**src/rtl/utv_pkg.sv**
```systemverilog
// ----------------------------------------------------------------------------
// utv_pkg
// Shared types, constants and the whitespace classifier for the UTF-8
// validate-and-trim block.
// ----------------------------------------------------------------------------
package utv_pkg;

    localparam int OFFSET_BITS = 16;
    localparam int FIELD_BITS  = 16;

    localparam logic [OFFSET_BITS-1:0] MAX_OFF = '1;

    typedef enum logic [2:0] {
        ERR_OK,
        ERR_BAD_LEAD,
        ERR_TRUNCATED,
        ERR_BAD_CONT,
        ERR_BAD_SCALAR,
        ERR_TOO_LONG
    } t_err;

    typedef struct packed {
        logic [OFFSET_BITS-1:0] byte_offset;
        logic [1:0]             bytes_pending;
        logic [20:0]            code_accum;
        logic [16:0]            least_allowed;
        logic [OFFSET_BITS-1:0] point_start;
        logic [OFFSET_BITS-1:0] first_kept;
        logic [OFFSET_BITS-1:0] end_kept;
        t_err                   error_latch;
    } t_state;

    typedef struct packed {
        t_err                  error_code;
        logic [FIELD_BITS-1:0] trimmed_start;
        logic [FIELD_BITS-1:0] trimmed_length;
        logic                  all_blank;
    } t_result;

    localparam t_state STATE_RESET = '{
        byte_offset:   '0,
        bytes_pending: '0,
        code_accum:    '0,
        least_allowed: '0,
        point_start:   '0,
        first_kept:    MAX_OFF,
        end_kept:      '0,
        error_latch:   ERR_OK
    };

    function automatic logic is_space(input logic [20:0] c);
        return (c >= 21'h00009 && c <= 21'h0000d) ||
               (c >= 21'h0001c && c <= 21'h00020) ||
               (c == 21'h00085) || (c == 21'h000a0) || (c == 21'h01680) ||
               (c >= 21'h02000 && c <= 21'h0200a) ||
               (c == 21'h02028) || (c == 21'h02029) || (c == 21'h0202f) ||
               (c == 21'h0205f) || (c == 21'h03000);
    endfunction

endpackage

```
**src/rtl/utv_step.sv**
```systemverilog
// ----------------------------------------------------------------------------
// utv_step
// Decodes one byte against the running string state and computes the next
// state, plus the result when the byte closes the string.
// ----------------------------------------------------------------------------
module utv_step (
    input  utv_pkg::t_state  i_state,
    input  logic [7:0]       i_byte,
    input  logic             i_last,
    output utv_pkg::t_state  o_next,
    output utv_pkg::t_result o_result
);
    import utv_pkg::*;

    t_state  s;
    t_result res;
    logic    fin;

    always_comb begin
        s   = i_state;
        fin = 1'b0;
        res = '{error_code: ERR_OK, trimmed_start: '0, trimmed_length: '0, all_blank: 1'b0};

        if (i_state.error_latch == ERR_OK) begin
            if (i_state.byte_offset == MAX_OFF) begin
                s.error_latch = ERR_TOO_LONG;
            end else begin
                s.byte_offset = i_state.byte_offset + 1'b1;
                if (i_state.bytes_pending == 2'd0) begin
                    s.point_start = i_state.byte_offset;
                    if (!i_byte[7]) begin
                        s.code_accum    = {13'd0, i_byte};
                        s.least_allowed = '0;
                        fin             = 1'b1;
                    end else if (i_byte >= 8'hc2 && i_byte <= 8'hdf) begin
                        s.code_accum    = {16'd0, i_byte[4:0]};
                        s.bytes_pending = 2'd1;
                        s.least_allowed = 17'h00080;
                    end else if (i_byte >= 8'he0 && i_byte <= 8'hef) begin
                        s.code_accum    = {17'd0, i_byte[3:0]};
                        s.bytes_pending = 2'd2;
                        s.least_allowed = 17'h00800;
                    end else if (i_byte >= 8'hf0 && i_byte <= 8'hf4) begin
                        s.code_accum    = {18'd0, i_byte[2:0]};
                        s.bytes_pending = 2'd3;
                        s.least_allowed = 17'h10000;
                    end else begin
                        s.error_latch = ERR_BAD_LEAD;
                    end
                end else if (i_byte[7:6] != 2'b10) begin
                    s.error_latch = ERR_BAD_CONT;
                end else begin
                    s.code_accum    = {i_state.code_accum[14:0], i_byte[5:0]};
                    s.bytes_pending = i_state.bytes_pending - 2'd1;
                    fin             = (i_state.bytes_pending == 2'd1);
                end
            end
        end

        if (fin) begin
            if ((s.code_accum < {4'd0, s.least_allowed}) || (s.code_accum > 21'h10ffff) ||
                (s.code_accum >= 21'h0d800 && s.code_accum <= 21'h0dfff)) begin
                s.error_latch = ERR_BAD_SCALAR;
            end else if (!is_space(s.code_accum)) begin
                if (s.first_kept == MAX_OFF) begin
                    s.first_kept = s.point_start;
                end
                s.end_kept = s.byte_offset;
            end
        end

        if (i_last) begin
            if (s.error_latch == ERR_OK && s.bytes_pending != 2'd0) begin
                s.error_latch = ERR_TRUNCATED;
            end
            res.error_code = s.error_latch;
            if (s.error_latch == ERR_OK) begin
                if (s.first_kept == MAX_OFF) begin
                    res.all_blank = 1'b1;
                end else begin
                    res.trimmed_start  = FIELD_BITS'(s.first_kept);
                    res.trimmed_length = FIELD_BITS'(s.end_kept - s.first_kept);
                end
            end
            o_next = STATE_RESET;
        end else begin
            o_next = s;
        end
        o_result = res;
    end

endmodule

```
**src/rtl/utf8_validate_trim_top.sv**
```systemverilog
// The final byte of a string passes the input register and the decode step into
// the result register. Throughput: one byte per cycle, set by the decode step that
// updates the string state, save that a final byte waits while a result is untaken.
// Reset: synchronous, active low; clears the string state and both beat valid flags.
// ----------------------------------------------------------------------------
// utf8_validate_trim_top
// Strict UTF-8 validation of a byte string with whitespace trimming. An input
// register feeds the decode step; a result register holds the final beat.
// ----------------------------------------------------------------------------
module utf8_validate_trim_top (
    input  logic                              i_clk,
    input  logic                              i_rst_n,
    input  logic                              i_valid,
    output logic                              o_ready,
    input  logic [7:0]                        i_data_byte,
    input  logic                              i_last_byte,
    output logic                              o_valid,
    input  logic                              i_ready,
    output logic [2:0]                        o_error_code,
    output logic [utv_pkg::FIELD_BITS-1:0]    o_trimmed_start,
    output logic [utv_pkg::FIELD_BITS-1:0]    o_trimmed_length,
    output logic                              o_all_blank
);
    import utv_pkg::*;

    logic    r_in_valid;
    logic [7:0] r_in_byte;
    logic    r_in_last;
    t_state  r_state;
    t_state  n_state;
    t_result n_result;
    t_result r_result;
    logic    r_out_valid;
    logic    w_adv;
    logic    w_out_load;

    utv_step u_step (
        .i_state  (r_state),
        .i_byte   (r_in_byte),
        .i_last   (r_in_last),
        .o_next   (n_state),
        .o_result (n_result)
    );

    assign w_adv      = r_in_valid && (!r_in_last || !r_out_valid || i_ready);
    assign w_out_load = w_adv && r_in_last;
    assign o_ready    = !r_in_valid || w_adv;

    always_ff @(posedge i_clk) begin
        if (!i_rst_n) begin
            r_in_valid  <= 1'b0;
            r_out_valid <= 1'b0;
            r_state     <= STATE_RESET;
        end else begin
            if (o_ready) begin
                r_in_valid <= i_valid;
            end
            if (w_adv) begin
                r_state <= n_state;
            end
            if (w_out_load) begin
                r_out_valid <= 1'b1;
            end else if (i_ready) begin
                r_out_valid <= 1'b0;
            end
        end
    end

    always_ff @(posedge i_clk) begin
        if (i_valid && o_ready) begin
            r_in_byte <= i_data_byte;
            r_in_last <= i_last_byte;
        end
        if (w_out_load) begin
            r_result <= n_result;
        end
    end

    assign o_valid          = r_out_valid;
    assign o_error_code     = r_result.error_code;
    assign o_trimmed_start  = r_result.trimmed_start;
    assign o_trimmed_length = r_result.trimmed_length;
    assign o_all_blank      = r_result.all_blank;

`ifndef SYNTHESIS
    a_err_clears_fields: assert property (@(posedge i_clk) disable iff (!i_rst_n)
        o_valid && o_error_code != ERR_OK |->
            o_trimmed_start == '0 && o_trimmed_length == '0 && !o_all_blank)
        else $error("error result carries nonzero trim fields");

    a_blank_is_ok: assert property (@(posedge i_clk) disable iff (!i_rst_n)
        o_valid && o_all_blank |-> o_error_code == ERR_OK && o_trimmed_length == '0)
        else $error("blank result with error or length");

    a_state_rearms: assert property (@(posedge i_clk) disable iff (!i_rst_n)
        w_out_load |=> r_state.byte_offset == '0 && r_state.error_latch == ERR_OK &&
            r_state.first_kept == MAX_OFF && r_out_valid)
        else $error("string state not rearmed after final beat");

    a_error_freezes: assert property (@(posedge i_clk) disable iff (!i_rst_n)
        r_state.error_latch != ERR_OK && !w_out_load |=> $stable(r_state.byte_offset))
        else $error("offset advanced after an error was latched");
`endif

endmodule

```
**config.mk**
```make
export PLATFORM = sky130hd
export DESIGN_NAME = utf8_validate_trim_top
export DESIGN_NICKNAME = d
export VERILOG_FILES = /design/src/rtl/utv_pkg.sv /design/src/rtl/utv_step.sv /design/src/rtl/utf8_validate_trim_top.sv
export SDC_FILE = /design/constraint.sdc
export NUM_CORES = 1
export LEC_CHECK = 0
export BUFFER_PORTS_ARGS = -buffer_cell sky130_fd_sc_hd__buf_2
export CAP_MARGIN = 20
export CELL_PAD_IN_SITES_DETAIL_PLACEMENT = 2
export CELL_PAD_IN_SITES_GLOBAL_PLACEMENT = 2
export CORE_MARGIN = 3
export CORE_UTILIZATION = 35
export CTS_CLUSTER_SIZE = 12
export DETAILED_ROUTE_END_ITERATION = 8
export PLACE_DENSITY_LB_ADDON = 0.1
export SYNTH_ARGS = -nofsm -noshare
export SYNTH_HDL_FRONTEND = slang
export SYNTH_SLANG_ARGS = --single-unit
```
**constraint.sdc**
```tcl
create_clock -name i_clk -period 7.8 [get_ports i_clk]
set_input_delay 1.56 -clock i_clk [delete_from_list [all_inputs] [get_ports i_clk]]
set_output_delay 1.56 -clock i_clk [all_outputs]
set_load 0.03 [all_outputs]
```
== After elaboration in Yosys (flattened, before gate mapping) ==
Cells that the tools add are included.

* Word-level logic and storage cells: 121
* Register bits: 154

* Reduce and logical (&&, ||, !) cells: 37
* Bitwise gates (word level): 2
* Magnitude comparators: 16
* Multiplexer cells: 34
* Add/sub/neg operators: 3
* Equal/unequal tests: 13

{| class="wikitable"
|+ Operators with widths
! operator !! number
|-
| $mux W72 || 2
|-
| $mux W40 || 3
|-
| $mux W107 || 1
|-
| $eq A21 B14 Y1 const B || 5
|-
| $mux W32 || 2
|-
| $eq A16 B16 Y1 const B || 3
|-
| $mux W23 || 2
|-
| $eq A21 B8 Y1 const B || 2
|-
| $mux W38 || 1
|-
| $mux W35 || 1
|-
| $mux W3 || 11
|-
| $mux W33 || 1
|-
| $ge A8 B8 Y1 const B || 3
|-
| $le A8 B8 Y1 const B || 3
|-
| $eq A21 B13 Y1 const B || 1
|-
| $ge A21 B14 Y1 const B || 1
|-
| $ge A21 B16 Y1 const B || 1
|-
| $ge A21 B4 Y1 const B || 1
|-
| $ge A21 B5 Y1 const B || 1
|-
| $gt A21 B21 Y1 const B || 1
|-
| $le A21 B14 Y1 const B || 1
|-
| $le A21 B16 Y1 const B || 1
|-
| $le A21 B4 Y1 const B || 1
|-
| $le A21 B6 Y1 const B || 1
|-
| 18 further kinds || 55
|}

== Logic depth before layout (Yosys ltp) ==
Gate-level depths: netlist of the first run.

* Depth in word-level cells: 31
* Depth in mapped cells: 37
* Gate-level depth less buffers: 35

== By module ==
A second synthesis of the first run with hierarchy kept.

* Cell total of the unflattened synthesis: 1238
* Area, all modules: 10296.1 µm²

{| class="wikitable"
|+ By module, submodules not included
! module !! times used !! area each (µm²) !! cells an instance
|-
| utf8_validate_trim_top || 1 || 5756.8 || 520
|-
| utv_step || 1 || 4539.4 || 718
|}

== Worst setup path after synthesis of the first run ==
Ideal clock, no wire load.

* Path type: register to register
* Start point: register r_in_byte[2]
* End point: register r_result, in the netlist o_trimmed_length[14] (data pin)
* Required time: 7.540 ns
* Clock period less this slack: 6.639 ns
* Slack: 1.161 ns
* Data arrival time: 6.380 ns
* Stages on the path, launching flop included: 36
* Path buffers: 3
* Path through: edfxtp_1 -> clkbuf_1 -> or4_4 -> and3b_4 -> nand3b_1 -> nand2_1 -> clkbuf_1 -> nand2_1 -> ha_1 -> nand4_1 -> a41o_1 -> a31o_2 -> a211oi_1 -> o31ai_1 -> a21oi_1 -> o22ai_2 -> nor2_4 -> nand2_1 -> buf_2 -> inv_1 -> a21oi_1 -> ha_1 -> fa_1 -> nor2b_1 -> o21ai_0 -> a21boi_0 -> o21ai_0 -> a21boi_0 -> o21ai_0 -> a21oi_1 -> o21ai_0 -> a21o_1 -> a21boi_0 -> o21a_1 -> o21a_1 -> nor3_1

{| class="wikitable"
|+ RTL lines
! what !! line !! source
|-
| start, declared || utf8_validate_trim_top.sv:27 || <nowiki>logic [7:0] r_in_byte;</nowiki>
|-
| start signal, assigned || utf8_validate_trim_top.sv:71 || <nowiki>r_in_byte <= i_data_byte;</nowiki>
|-
| end signal, assigned || utf8_validate_trim_top.sv:75 || <nowiki>r_result <= n_result;</nowiki>
|-
| end, declared || utf8_validate_trim_top.sv:32 || <nowiki>t_result r_result;</nowiki>
|}

== Worst setup path after layout of the first run ==
* Start point: register r_in_byte[1]
* End point: register r_result, in the netlist o_trimmed_length[14] (data pin)

* Word-level cells in the longest chain between the ends: 26
* Elaborated cells on any way between the ends: 74

{| class="wikitable"
|+ RTL lines
! what
|-
| parallel branches: the longest is 26 deep, another holds $ge A21 B4 Y1
|}

Several ways; the timed one is not identified. The select of a mux whose other input is x is not followed.
A chain may end at the register's enable or synchronous reset.

==> impl_results.md, run 1 <==
* Status: complete, no violations
* Port bufs at 50
* Multi-input gate area at 4882 sq um
* Row cnt at 57
* Fin nets at 1081
* Slew headroom at 0.2841
* Cell Pwr Density at 213.4 nW/um^2
* Final Hold Vio Count at 0
* WL per Instance at 22.99 microns
* Via density at 5.733
* Sequential area share after synthesis at 0.4016
* Switching power at 637.2 uW
* Syn avg cell area at 8.931 sq um
* Setup tns final at 0 ps
* Crit-path max cell delay at 590 ps
* Yosys reg bits at 154
* CTS Sinks at 154
* Finish-stage setup viols at 0
* Core Region at 24530 sq um
* Layout cell share with drive strength beyond 1 at 0.1644
* Final hold slack at 461.7 ps
* Starting Density at 0.3586
* Lkg Pwr at 3.972 nW
* Drt pass-1 iters at 5
* RSZ-0062 raised after global routing: false
* Clk_skew at 16.71 ps
* Crit-path most repeated cell: o21ai_0
* Initial antenna violation count at 0
* CTS tree: yes
* Slowest cell on the critical path: or4_4
* HP Class: reg -> reg
* Mapped Cells at 985
* Routed Antenna Nets at 0
* N_diodes at 0
* GP Congestion at 0.8732
* Storage cell area at 3536 sq um
* Hpwl dp at 22.71 mm
* Worst-path fanout max at 25
* Max Transition Viols Final at 0
* Yosys cell types at 85
* Mapped cell area at 8797 sq um
* Crit Path Class: reg -> reg
* GRT overflow at 0
* Clock power share at 0.436
* Seq pwr share at 0.397
* Period utilization at 0.9406
* Top_reg_cell synth: dfxtp_1
* TritonCTS buffer count at 17
* Vias in the first global route at 8315
* Pwr Total at 2.167 mW
* Fmax at 0.1363 GHz
* CTS max path bufs at 2
* Net Sw Frac at 0.2940
* Finished Layout Cells at 1370
* Most frequent cells in the layout: dfxtp_1 (107), nand2_1 (101), nor2b_1 (69), o21ai_0 (62), a22oi_1 (56)
* Worst VDD drop at 0.1203 mV
* CP Capture Type: flip-flop
* Most common cell after layout, fill and taps aside: dfxtp_1
* CTS root buffer: clkbuf_16
* Largest net degree at the start of global routing at 79
* Drt first-iter violations at 440
* Filler cells at 2731
* WP buf/inv at 3
* Ports at 51
* Vias after detailed routing at 7854
* Worst path required time at 7970 ps
* Die width at 164.5 microns
* Wirelength, routed at 31.50 mm
* Syn nets at 1033
* First-pass GRT wire length at 49.07 mm
* Worst slew pin tran at 1063 ps
* Overall die height at 164.5 microns
* Residual DRC count at 0
* CP startpoint kind: flip-flop
* Worst-skew pair later-pin latency at 440 ps
* Worst Path Arrival at 7500 ps
* FFs w/ async S/R, synth at 0
* Area Overhead vs Synth at 15.46%
* Max Cap Viol at 0
* EDFF count, synth at 45
* Placed Cells at 1334
* Minimum clock period at 7337 ps
* Clock transition at path regs at 70 ps
* Htree depth at 4
* P_int at 1.530 mW
* Die area at 27070 sq um
* Tot GR Track Use at 0.2375
* YS warnings at 0
* Comb pwr share at 0.167
* Delay-heaviest family, CP: compound AO/OA/AOI/OAI gates
==> per-stage QoR <==
step,area [sq um],worst slack (ps),util
finish,10160,463.3,0.4140
global route,10160,44.73,0.4140
detailed placement,9462,408.7,0.3857
global placement,9462,776.9,0.3857
CTS,10110,212.9,0.4119
floorplan,8797,1161,-
==> power by group through the flow <==
stage          logic (mW)  registers (mW)  clock network, mW
3_5_place_dp        0.359           0.878                  0
2_1_floorplan       0.226           0.886                  0
4_1_cts             0.364           0.860              0.967
5_1_grt             0.398           0.862              0.995
6_report            0.362           0.860              0.945
3_3_place_gp        0.352           0.877                  0
==> cell usage after synthesis, types with 3 or more instances <==
| cell type | n | area [sq um] |
|---|---|---|
| and2_1 | 30 | 187.7 |
| nor2_1 | 56 | 210.2 |
| xnor2_1 | 9 | 78.83 |
| a211oi_1 | 4 | 30.03 |
| o211ai_1 | 5 | 37.54 |
| o21a_1 | 5 | 37.54 |
| o21ai_1 | 5 | 25.02 |
| a21boi_0 | 10 | 75.07 |
| or3_1 | 11 | 68.82 |
| nand3_1 | 28 | 140.1 |
| a21oi_1 | 27 | 135.1 |
| nand2_1 | 101 | 379.1 |
| nor4_1 | 3 | 18.77 |
| edfxtp_1 | 45 | 1351 |
| a22oi_1 | 56 | 420.4 |
| a22o_1 | 9 | 78.83 |
| mux2i_1 | 14 | 140.1 |
| inv_1 | 30 | 112.6 |
| buf_4 | 4 | 30.03 |
| o21ai_0 | 63 | 315.3 |
| xor2_1 | 8 | 70.07 |
| nand2b_1 | 15 | 93.84 |
| a21o_1 | 22 | 165.2 |
| ha_1 | 34 | 425.4 |
| nor3_1 | 23 | 115.1 |
| a31oi_1 | 11 | 68.82 |
| a32oi_1 | 5 | 43.79 |
| mux2_2 | 12 | 135.1 |
| nand4_1 | 15 | 93.84 |
| and3_1 | 15 | 93.84 |
| dfxtp_1 | 109 | 2182 |
| o31ai_1 | 6 | 45.04 |
| buf_2 | 14 | 70.07 |
| nand3b_1 | 5 | 37.54 |
| clkbuf_1 | 42 | 157.7 |
| nor2b_1 | 69 | 431.7 |
==> layer usage <==
layer,share of wire,track usage
met1,0.44,0.2919
met2,0.51,0.4251
met3,0.028,0.03185
met4,0.029,0.08235
met5,0,0
==> final timing paths <==
kind	slack (ps)	depth (start not counted)	start	endpoint
worst max-delay path	460	33	r_in_byte[1]	o_trimmed_length[14]
worst min-delay path	460	1	r_state[66]	r_state[66]
worst max register to register	460	33	r_in_byte[1]	o_trimmed_length[14]
worst min register to register	460	1	r_state[66]	r_state[66]
==> sequential cells by signal, summed over array words and instances (netlist names), 3 cells and up <==
signal and cells:
r_state 107, o_trimmed_length 16, o_trimmed_start 16, r_in_byte 8
o_error_code 3
==> final cells by class <==
cell class              instances  area share
clock buffers                  20     0.04509
flip-flops and latches        154      0.3481
well taps                     324     0.03991
multi-input cells             736      0.4807
repair buffers                 93     0.05642
inverters                      31     0.01146
clock inverters                12     0.01835
==> cells by family (layout without fill, tap and decap cells) <==
| family | after synthesis | after routing | share of synthesized area |
|---|---|---|---|
| flip-flops | 154 | 154 | 0.4016 |
| XOR/XNOR | 18 | 18 | 0.01963 |
| AND/OR/NAND/NOR | 388 | 388 | 0.2297 |
| multiplexers | 29 | 29 | 0.03726 |
| buffers and inverters | 95 | 156 | 0.04594 |
| adder cells (fa/ha/maj) | 35 | 35 | 0.05063 |
| AO/OA/AOI/OAI | 266 | 266 | 0.2152 |
==> timing repair <==
item	in CTS	in global routing
endpoints found under the setup margin	0	2
setup buffers	0	3
hold buffers	0	0
resized for setup	0	11
No activity file was read; power rests on OpenSTA's default activity.
==> inputs of run 2 (changes only) <==
- ABC_AREA: unset -> 1
- SKIP_CTS_REPAIR_TIMING: unset -> 1
==> run 2 against run 1 <==
Critical path depth up 3. Synthesized area up 0.57%. Die area up 0.55%. Global-route usage down 0.77 points. First-iteration DRC count up 9.3%. Register-to-register slack better by 230 ps. Setup slack better by 230 ps. Critical path type unchanged.
==> impl_results.md, run 2 <==
* CTS max path bufs at 2 (unchanged)
* TritonCTS buffer count at 17 (unchanged)
* Die width at 165.0 microns (+0.27%)
* Critical Path Start: r_state[91]
* Multi-input gate area at 4692 sq um (-3.9%)
* HP Class: reg -> reg
* Fin nets at 1298 (+20%)
* CTS root buffer: clkbuf_16
* Row cnt at 57 (unchanged)
* Worst Path Arrival at 7280 ps (-220 ps)
* Area Overhead vs Synth at 12.98%
* Fmax at 0.1407 GHz (+3.2%)
* Most common cell after layout, fill and taps aside: nand2_1
* Ports at 51 (unchanged)
* WHS Path Cells at 2 (+1)
* RSZ-0062 raised after global routing: false
* Hpwl dp at 22.08 mm (-2.8%)
* YS warnings at 0 (unchanged)
* Pre-CTS setup slack at 327.5 ps (-81.24 ps)
* Layout cell share with drive strength beyond 1 at 0.1314 (-0.03300)
* Most frequent cells in the layout: nand2_1 (351), a21oi_1 (123), nor2_1 (112), dfxtp_1 (109), inv_1 (101)
* CTS tree: yes
* Cell with the most instances after synthesis: nand2_1
* Max Transition Viols Final at 0 (unchanged)
* FF-to-FF path depth at 36 (+9.1%)
* CP Capture Type: flip-flop
* Most flops, register: r_state
* Crit Path Class: reg -> reg
* Tot GR Track Use at 0.2298 (-0.007737)
* Yosys reg bits at 154 (unchanged)
* Routed Antenna Nets at 0 (unchanged)
* Port bufs at 50 (unchanged)
* WL per Instance at 19.24 microns (-16%)
* Wirelength, routed at 30.53 mm (-3.1%)
* Syn nets at 1269 (+23%)
* Lkg Pwr at 4.097 nW (+3.2%)
* Htree depth at 4 (unchanged)
* Cell Pwr Density at 210.3 nW/um^2 (-1.4%)
* R2r setup slk at 690 ps (+230 ps)
* Endpoint, Worst Hold: r_state[70]
* CP startpoint kind: flip-flop
* Largest net degree at the start of global routing at 86 (+8.9%)
* Dpl cell area at 9344 sq um (-1.2%)
* Mapped cell area at 8847 sq um (+0.57%)
* EDFF count, synth at 45 (unchanged)
* Yosys cell types at 49 (-42%)
* Filler cells at 2893 (+5.9%)
* Residual DRC count at 0 (unchanged)
* Top_reg_cell synth: dfxtp_1
* Post-layout worst setup margin at 692.8 ps (+229.4 ps)
* Crit-path max cell delay at 420 ps (-170 ps)
* Worst-skew pair later-pin latency at 440 ps (about the same)
* Minimum clock period at 7107 ps (-229.4 ps)
* Starting Density at 0.3596 (+0.0009947)
* WP buf/inv at 3 (unchanged)
* Clock transition at path regs at 80 ps (about the same)
* Storage cell area at 3533 sq um (about the same)
* Status: complete, no violations
* Drt first-iter violations at 481 (+9.3%)
* Synth top area cells: dfxtp_1 (25%), edfxtp_1 (15%), nand2_1 (15%)
* Max Cap Viol at 0 (unchanged)
* Initial antenna violation count at 0 (unchanged)
* Worst r2r dst: o_trimmed_length[14]
* CTS Sinks at 154 (unchanged)
* Final Hold Vio Count at 0 (unchanged)
* N_diodes at 0 (unchanged)
* Syn avg cell area at 7.246 sq um (-19%)
* Vias after detailed routing at 8350 (+6.3%)
* Hold Path Origin: r_state[70]
* Most frequent cells after synthesis: nand2_1 (352), a21oi_1 (123), nor2_1 (114)
* GP Congestion at 0.7946 (-9.0%)
* Delay-heaviest family, CP: simple AND/OR/NAND/NOR gates
* Final hold slack at 466.8 ps (+5.114 ps)
* Via density at 5.261 (-8.2%)
* Slowest cell on the critical path: fa_1
* First-pass GRT wire length at 48.78 mm (-0.59%)
* Slew headroom at 0.3593 (+0.07516)
* Drt pass-1 iters at 5 (unchanged)
* Period utilization at 0.9112 (-0.02941)
* Core Region at 24600 sq um (+0.29%)
* Overall die height at 165.0 microns (+0.27%)
* Clk_skew at 15.98 ps (-0.7310 ps)
* Top-area cell type share of the netlist area at 0.2466 (-0.001403)
* Finish-stage setup viols at 0 (unchanged)
* Max reg flops at 107 (unchanged)
* Setup tns final at 0 ps (unchanged)
* Sequential area share after synthesis at 0.3994 (-0.002272)
* GRT overflow at 0 (unchanged)
* Worst path required time at 7970 ps (about the same)
* FFs w/ async S/R, synth at 0 (unchanged)
* Leading area contributor after synthesis: dfxtp_1
* Worst-path fanout max at 22 (-12%)
* Mapped Cells at 1221 (+24%)
* Die area at 27220 sq um (+0.55%)
* Worst VDD drop at 0.09807 mV (-19%)
* Design Area, Final at 9996 sq um (-1.6%)
* Beginning of the worst register-to-register path: r_state[91]
* Vias in the first global route at 8700 (+4.6%)
* Worst slew pin tran at 954.7 ps (-107.9 ps)
[run 2: per-layer routing]
layer / track usage / routed length (microns) / vias up
li1: - / - / 4062
met1: 0.3394 / 16050 / 4172
met2: 0.3612 / 13590 / 94
met3: 0.02533 / 593 / 22
met4: 0.04842 / 308 / 0
met5: 0 / 0 / -
[run 2: worst max-delay path by stage]
stage,endpoint,slack [ps],depth (start not counted)
CTS,o_trimmed_length[14],260,37
floorplan,o_trimmed_length[14],1790,37
finish,o_trimmed_length[14],690,36
detailed placement,o_trimmed_length[14],330,37
global placement,o_trimmed_length[14],810,37
global route,o_trimmed_length[14],3,36
[run 2: final cells by class]
class	count	share of cell area
Clock buffer	18	0.04293
Clock inverter	14	0.01828
Inverter	110	0.04131
Multi-Input combinational cell	905	0.4694
Sequential cell	154	0.3535
Tap cell	324	0.04056
Timing Repair Buffer	62	0.03405
[run 2: report_power, final]
group	total, mW	switching (mW)	internal [mW]
Sequential	0.861	0.0148	0.846
Clock	0.896	0.383	0.513
Combinational	0.345	0.252	0.0935
Total	2.10	0.649	1.45
[run 2: kinds of logic after synthesis]
group	count (synthesis)	synth area share
flip-flops	154	0.3994
AND/OR/NAND/NOR	596	0.2909
buffers and inverters	162	0.07566
XOR/XNOR	27	0.02673
AO/OA/AOI/OAI	243	0.1525
multiplexers	4	0.004526
adder cells (fa/ha/maj)	35	0.05035
[run 2: metrics by stage]
step | std cells | total power [mW] | utilization
floorplan | 1221 | 1.120 | -
global placement | 1554 | 1.204 | 0.3798
detailed placement | 1554 | 1.217 | 0.3798
CTS | 1586 | 2.114 | 0.4046
global route | 1587 | 2.194 | 0.4063
finish | 1587 | 2.102 | 0.4063
[run 2: tightest hold or removal path, cell delays in order, from the launching register on]
cell	delay, ps
dfxtp_1	310
nand2_1	60
a21oi_1	50
